<file path="config.mk">
export PLATFORM = sky130hd
export DESIGN_NAME = pvm_div
export DESIGN_NICKNAME = d
export VERILOG_FILES = /design/src/rtl/pcm_voice_mixer_point_resample_top_assert.svh /design/src/rtl/pvm_pkg.sv /design/src/rtl/pvm_div.sv
export SDC_FILE = /design/constraint.sdc
export NUM_CORES = 1
export LEC_CHECK = 0
export ABC_AREA = 1
export CELL_PAD_IN_SITES_DETAIL_PLACEMENT = 1
export CELL_PAD_IN_SITES_GLOBAL_PLACEMENT = 2
export CORE_ASPECT_RATIO = 0.9
export CORE_UTILIZATION = 37
export CTS_CLUSTER_DIAMETER = 80
export DETAILED_ROUTE_END_ITERATION = 12
export DONT_BUFFER_PORTS = 1
export PLACE_DENSITY = 0.76
export SETUP_SLACK_MARGIN = 0.3
export SLEW_MARGIN = 20
export SYNTH_ARGS = -nofsm -noshare
export SYNTH_HDL_FRONTEND = slang
export SYNTH_SLANG_ARGS = --single-unit
</file>
<file path="constraint.sdc">
create_clock -name clk -period 2.6 [get_ports clk]
set_clock_uncertainty 0.05 [all_clocks]
set_input_delay 0.52 -clock clk [delete_from_list [all_inputs] [get_ports clk]]
set_output_delay 0.52 -clock clk [all_outputs]
set_load 0.02 [all_outputs]
</file>
<file path="src/rtl/pcm_voice_mixer_point_resample_top_assert.svh">
// Assertion macros for the voice mixer top level.
// Depends on clk and rst being visible where the macros are used.
`ifndef PCM_VOICE_MIXER_POINT_RESAMPLE_TOP_ASSERT_SVH
`define PCM_VOICE_MIXER_POINT_RESAMPLE_TOP_ASSERT_SVH
`ifndef NO_ASSERTIONS
`define PVM_ASSERT(lbl, prop) \
  lbl: assert property (@(posedge clk) disable iff (rst) prop) \
    else $error("pvm assertion failed");
`define PVM_ASSERT_IMPL(lbl, ante, cons) \
  lbl: assert property (@(posedge clk) disable iff (rst) (ante) |-> (cons)) \
    else $error("pvm implication failed");
`else
`define PVM_ASSERT(lbl, prop)
`define PVM_ASSERT_IMPL(lbl, ante, cons)
`endif
`endif

</file>
<file path="src/rtl/pvm_pkg.sv">
// Package for the voice mixer: field widths, codes, register indexes, state type.
// No dependencies.
`default_nettype none
package pvm_pkg;

  localparam int ADDR_W      = 16;
  localparam int SAMPLE_W    = 16;
  localparam int LENGTH_W    = 17;
  localparam int RATE_W      = 18;
  localparam int STEP_W      = 32;
  localparam int VOICE_ID_W  = 3;
  localparam int ACTIVE_W    = 4;
  localparam int CFG_IDX_W   = 1;
  localparam int CHANNELS_W  = 2;

  localparam logic [RATE_W-1:0]     DEVICE_RATE_RESET   = 18'd48000;
  localparam logic [RATE_W-1:0]     RATE_MIN            = 18'h1;
  localparam logic [CHANNELS_W-1:0] CHANNEL_COUNT_RESET = 2'd2;
  localparam logic [ACTIVE_W-1:0]   ACTIVE_MAX          = 4'd15;

  localparam logic signed [SAMPLE_W-1:0] Q15_MAX = 16'sh7FFF;
  localparam logic signed [SAMPLE_W-1:0] Q15_MIN = 16'sh8000;

  localparam logic [CFG_IDX_W-1:0] REG_DEVICE_RATE   = 1'b0;
  localparam logic [CFG_IDX_W-1:0] REG_CHANNEL_COUNT = 1'b1;

  typedef enum logic [1:0] {
    OP_WRITE = 2'd0,
    OP_START = 2'd1,
    OP_TICK  = 2'd2
  } op_t;

  typedef enum logic [2:0] {
    ST_IDLE,
    ST_SCAN,
    ST_DIV,
    ST_TICK,
    ST_DRAIN,
    ST_SUM,
    ST_OUT0,
    ST_OUT1
  } state_t;

endpackage
`default_nettype wire

</file>
<file path="src/rtl/pvm_div.sv">
// Restoring divider, one quotient bit per cycle, quotient saturated to STEP_W bits.
// Depends on pvm_pkg.
`default_nettype none
module pvm_div #(
  parameter int DW = 38
) (
  input  wire logic                          clk,
  input  wire logic                          rst,
  input  wire logic                          start,
  input  wire logic [DW-1:0]                 dividend,
  input  wire logic [pvm_pkg::RATE_W-1:0]    divisor,
  output logic                               done,
  output logic [pvm_pkg::STEP_W-1:0]         quotient
);
  localparam int NW   = pvm_pkg::RATE_W;
  localparam int QW   = pvm_pkg::STEP_W;
  localparam int XW   = (DW > QW) ? DW : QW + 1;
  localparam int CNTW = $clog2(DW + 1);

  logic            run;
  logic [CNTW-1:0] cnt;
  logic [DW-1:0]   dvd;
  logic [NW-1:0]   dvs;
  logic [NW-1:0]   rem;
  logic [XW-1:0]   quo;
  logic [NW:0]     trial;
  logic            ge;

  assign trial = {rem, dvd[DW-1]};
  assign ge    = trial >= {1'b0, dvs};

  always_ff @(posedge clk) begin
    if (rst) begin
      run  <= 1'b0;
      done <= 1'b0;
      cnt  <= '0;
    end else begin
      done <= 1'b0;
      if (start) begin
        run <= 1'b1;
        cnt <= CNTW'(DW);
      end else if (run) begin
        cnt <= cnt - 1'b1;
        if (cnt == CNTW'(1)) begin
          run  <= 1'b0;
          done <= 1'b1;
        end
      end
    end
  end

  always_ff @(posedge clk) begin
    if (start) begin
      dvd <= dividend;
      dvs <= divisor;
      rem <= '0;
      quo <= '0;
    end else if (run) begin
      dvd <= dvd << 1;
      rem <= ge ? NW'(trial - {1'b0, dvs}) : NW'(trial);
      quo <= {quo[XW-2:0], ge};
    end
  end

  assign quotient = (|quo[XW-1:QW]) ? '1 : quo[QW-1:0];

endmodule
`default_nettype wire

</file>
# Yosys cells after proc, flatten, opt, wreduce, memory -nomap -nowiden
# Index checks and enable logic that the tools add are counted.
word_totals:
  inputBits: 59
  register_bits: 120
  wordCells: 27
  out_inout_bits: 33
classes:
  add_sub_neg: 2
  n_bitwise: 1
  n_eq_ne: 1
  n_lt_le_gt_ge: 1
  muxes: 10
  n_reduce_logical: 4
ops:
  columns: ["cell", "count"]
  rows:
  - ["$mux W38", 2]
  - ["$mux W32", 1]
  - ["$ge A19 B18 Y1", 1]
  - ["$mux W18", 1]
  - ["$sub A18 B18 Y18", 1]
  - ["$mux W6", 2]
  - ["$eq A6 B1 Y1 const B", 1]
  - ["$reduce_or A6 Y1", 1]
  - ["$sub A6 B1 Y6 const B", 1]
  - ["$mux W1", 4]
  - ["$reduce_or A3 Y1", 1]
  - ["$reduce_bool A2 Y1", 1]
  - ["$reduce_or A2 Y1", 1]
  - ["$not A1 Y1", 1]

# Longest topological paths before layout
depth:
  ltp_word: 4
  ltp_mapped: 16
  ltp_nobuf: 15

# Least setup slack after synthesis
# OpenSTA, ideal clock, no wires.
synth_timing:
  kind: "in2reg"
  startpoint: "input port start"
  endpoint: "register dvd[0], enable pin"
  stages: 3
  t_required_ps: 2133
  path_buffers: 1
  setup_time_ps: 417
  arrival_time_ps: 1970
  slack_ps: 162
  path_cell_list: "nor2_1 inv_2 buf_1"
synth_between:
  elab_chain_cells: 1
synth_lines:
  columns: ["element", "line", "source"]
  rows:
  - ["from (decl)", "pvm_div.sv:9", "input wire logic start,"]
  - ["$reduce_bool A2 Y1 (no line)", null, null]
  - ["to (signal assigned)", "pvm_div.sv:54", "dvd <= dividend;"]
  - ["to (signal assigned)", "pvm_div.sv:59", "dvd <= dvd << 1;"]
  - ["to (decl)", "pvm_div.sv:22", "logic [DW-1:0] dvd;"]
# No other way between the ends.
# A chain may end at the register's enable or synchronous reset.

# Worst setup path in the final report
layout_timing:
  startpoint: "register dvd[37]"
  endpoint: "register rem[16]"
layout_between:
  elab_chain_cells: 2
  elab_cells_between_ends: 3
  cone_classes: "add/sub (1); order compare (1); mux (1)"
layout_lines:
  columns: ["element", "line", "source"]
  rows:
  - ["$sub A18 B18 Y18 or $ge A19 B18 Y1 (tied branches)", "pvm_div.sv:60, pvm_div.sv:30", null]
  - ["$mux W18 (*)", "pvm_div.sv:60", "rem <= ge ? NW'(trial - {1'b0, dvs}) : NW'(trial);"]
  - ["to (signal assigned)", "pvm_div.sv:60", null]
  - ["to (decl)", "pvm_div.sv:24", "logic [NW-1:0] rem;"]
# Every way passes the cells marked *; elsewhere a longest branch is shown, timed or not.

==> results_dict.tcl <==
set metrics [dict create \
    status "completed" \
    clock-sinks 120 \
    cts_inserted_buffers 17 \
    relSlewSlack_pct 42.65 \
    ant_nets 0 \
    overflow 0 \
    crit_type "reg -> reg" \
    p_int_w 0.003713 \
    synthesis.instances 779 \
    synth-warning-count 0 \
    wl_per_cell_microns 15.50 \
    wirelength_microns 15580 \
    grt_pass1_vias 5151 \
    met3WireLength_microns 743 \
    power.leakage_nw 3.438 \
    fillers 1962 \
    n_antenna_cell 0 \
    hold_viol 0 \
    required_ns 2.91 \
    vias 4920 \
    switching_share_pct 24.21 \
    slowest_stage "fa_2" \
    finalCritPeriodShare_pct 82.59 \
    antenna_found_initial 1 \
    drc 0 \
    grt_pass1_wl_microns 25790 \
    fin_tns_setup_ns 0 \
    drv_cap 0 \
    cts_max_path_buffers 2 \
    grt_max_degree 74 \
    arrival_ns 2.46 \
    dieWidth_microns 137.9 \
    tightestPinTransition_ns 0.8602 \
    fmax_ghz 0.4657 \
    slew_violations 0 \
    coreArea_sq_um 16190 \
    holdPathStages 1 \
    drt_pass1_iterations 5 \
    fin_nets 865 \
    vias_per_cell 4.896 \
    startpoint_type "flip-flop" \
    num_rows 44 \
    cts_max_level 4 \
    clock-root-buffer "clkbuf_16" \
    syn_area_sq_um 6153 \
    wl_met1_microns 7387 \
    ff2ff_path_depth 15 \
    cp-end-kind "flip-flop" \
    max_stage_delay_ns 0.41 \
    min_path_type "in -> reg" \
    multi_input_area_sq_um 2630 \
    seq_area_frac_synth_pct 48.15 \
    regArea_sq_um 2963 \
    wl_met2_microns 7238 \
    place_hpwl_microns 10680 \
    drt_iter0_drc 191 \
    die_area_sq_um 17150 \
    syn_to_final_growth_pct 14.01 \
    min_period_ns 2.147 \
    path_common_cell "nand2_1" \
    power_w 0.004898 \
    cts_tree "built" \
    cp_max_fo 3 \
    ys_ff_latch 120 \
    die_h_microns 124.3 \
    powerDensity_nw_per_um2 698.2 \
    synth.distinct_cells 35 \
    crit_chain "inv_1 > ha_1 > inv_2 > fa_2 > nand3_1 > nand3_2 > nand2_1 > nand3_2 > nand2_2 > nand2_1 > nand2_1 > nand2_1 > nor2_2 > nor2_1 > nor2_1" \
    p_switching_w 0.001186 \
    holdBufCountCts 0 \
    synth_nets 859 \
    vdd.ir_drop.worst_mv 0.5318 \
    grt_util_all_layers_pct 19.49 \
    finalSetupViolCount 0 \
    io_buffers 0 \
    pwr-share-clk_pct 49.4 \
    clkSlewWorstSetupHoldPaths_ns 0.06 \
    power_frac_comb_pct 7.3 \
    drive_gt1_share_pct 12.41 \
    p_seq_share_pct 43.3 \
    initial_utilization_pct 38.02 \
    synth.avg_cell_area_sq_um 7.899 \
    gp_congestion 0.8309 \
    top_layer_used "met5" \
    clk_latency_ns 0.42 \
    pin_count 92 \
    rsz0062_at_grt "yes" \
]
-- synth_stat cells --
library cell    n  share of area, %
nand2_1       280                17
inv_1         112               6.8
dfxtp_1        64                21
edfxtp_1       56                27
nor2_1         41               2.5
o22ai_1        36               3.7
nand3_1        28               2.3
nand4_1        22               2.2
ha_1           20               4.1
nand3_2        15               2.4
clkbuf_1       13              0.79
a21oi_1        12              0.98
nand2_2        10               1.0
nor3_1          8              0.65
inv_2           7              0.43
nor2_2          7              0.71
o21ai_0         7              0.57
xor2_1          7               1.0
buf_1           5              0.31
buf_2           4              0.33
nand3b_1        4              0.49
nand2_4         3              0.55
buf_4           2              0.24
buf_6           2              0.37
clkinv_1        2              0.12
nor2_4          2              0.37
o21bai_1        2              0.24
a21oi_2         1              0.14
a221oi_1        1              0.14
and2_1          1              0.10
buf_12          1              0.33
fa_1            1              0.33
nand4_4         1              0.35
nor4_1          1              0.10
o31ai_1         1              0.12
-- stage by stage --
stage	setup slack (ns)	area [sq um]	std cells	hold WS [ns]	util, %
after floorplan	0.6733	6161	779	0.3797	-
after global placement	0.2682	6340	968	0.4223	39.17
after detailed placement	0.2153	6340	968	0.4264	39.17
after CTS	0.3197	6948	1000	0.09477	42.93
after global routing	0.2660	7015	1005	0.1094	43.34
final	0.4527	7015	1005	0.1156	43.34
-- routing by layer --
layer | track usage (%) | up-vias
met5 | 0 | -
met4 | 6.714 | 2
met3 | 5.332 | 18
met2 | 31.09 | 87
met1 | 25.05 | 2308
li1 | - | 2505
-- state kept, by name, summed over array words and instances (netlist names) --
register  flops
cnt           6
done          1
dvd          38
dvs          18
quo          38
rem          18
run           1
-- power groups by stage --
stage                     clock network, W  logic (W)  registers, W
after floorplan                          0   0.000277       0.00215
after global placement                   0   0.000340       0.00216
after detailed placement                 0   0.000349       0.00216
after CTS                          0.00248   0.000353       0.00212
after global routing               0.00257   0.000406       0.00213
final                              0.00242   0.000356       0.00212
-- critical path, delay by kind of cell (launching register included) --
family	cells	cell delay, ns
simple gates	11	0.93
fa+ha+maj	2	0.57
flops	1	0.38
buf+inv	2	0.16
-- cell usage in the layout, fill, tap and decap left out, types with 3 or more instances in the layout --
master	n
nand3b_1	4
nor2_2	8
bufinv_16	3
nand3_2	18
a21oi_1	12
nand3_1	25
ha_1	20
nand4_1	22
o21ai_0	7
inv_1	111
clkinv_1	3
inv_6	3
xor2_1	7
o22ai_1	36
inv_2	8
nor2_1	40
nand2_2	12
dfxtp_1	64
nor3_1	7
clkbuf_16	17
edfxtp_1	56
nand2_1	278
clkinv_4	3
buf_4	13
-- logic make-up after synthesis --
family	share of synthesized area (%)
AO/OA/AOI/OAI	5.856
AND/OR/NAND/NOR	30.87
XOR/XNOR	0.9964
buffers and inverters	9.740
flip-flops	48.15
adder cells (fa/ha/maj)	4.392
-- path summary, 6_finish.rpt --
path / to / slack [ns] / start
max: rem[16] / 0.45 / dvd[37]
min: run / 0.12 / rst
max reg2reg: rem[16] / 0.45 / dvd[37]
min reg2reg: quo[37] / 0.43 / quo[37]
-- cell type report --
cell class	instances	area share, %
inverter	121	6.474
sequential	120	42.23
timing repair buffer	14	1.552
clock buffer	18	6.117
tap	207	3.692
multi-input combinational	511	37.49
clock inverter	14	2.443
-- what timing repair did --
item | in CTS | in global routing
setup buffers | 0 | 5
cloned | 0 | 0
pin swaps | 0 | 2
hold endpoints to repair | 0 | 0
gates resized for setup | 2 | 8
setup endpoints to repair | 2 | 41
Power figures use the tool's default switching activity.
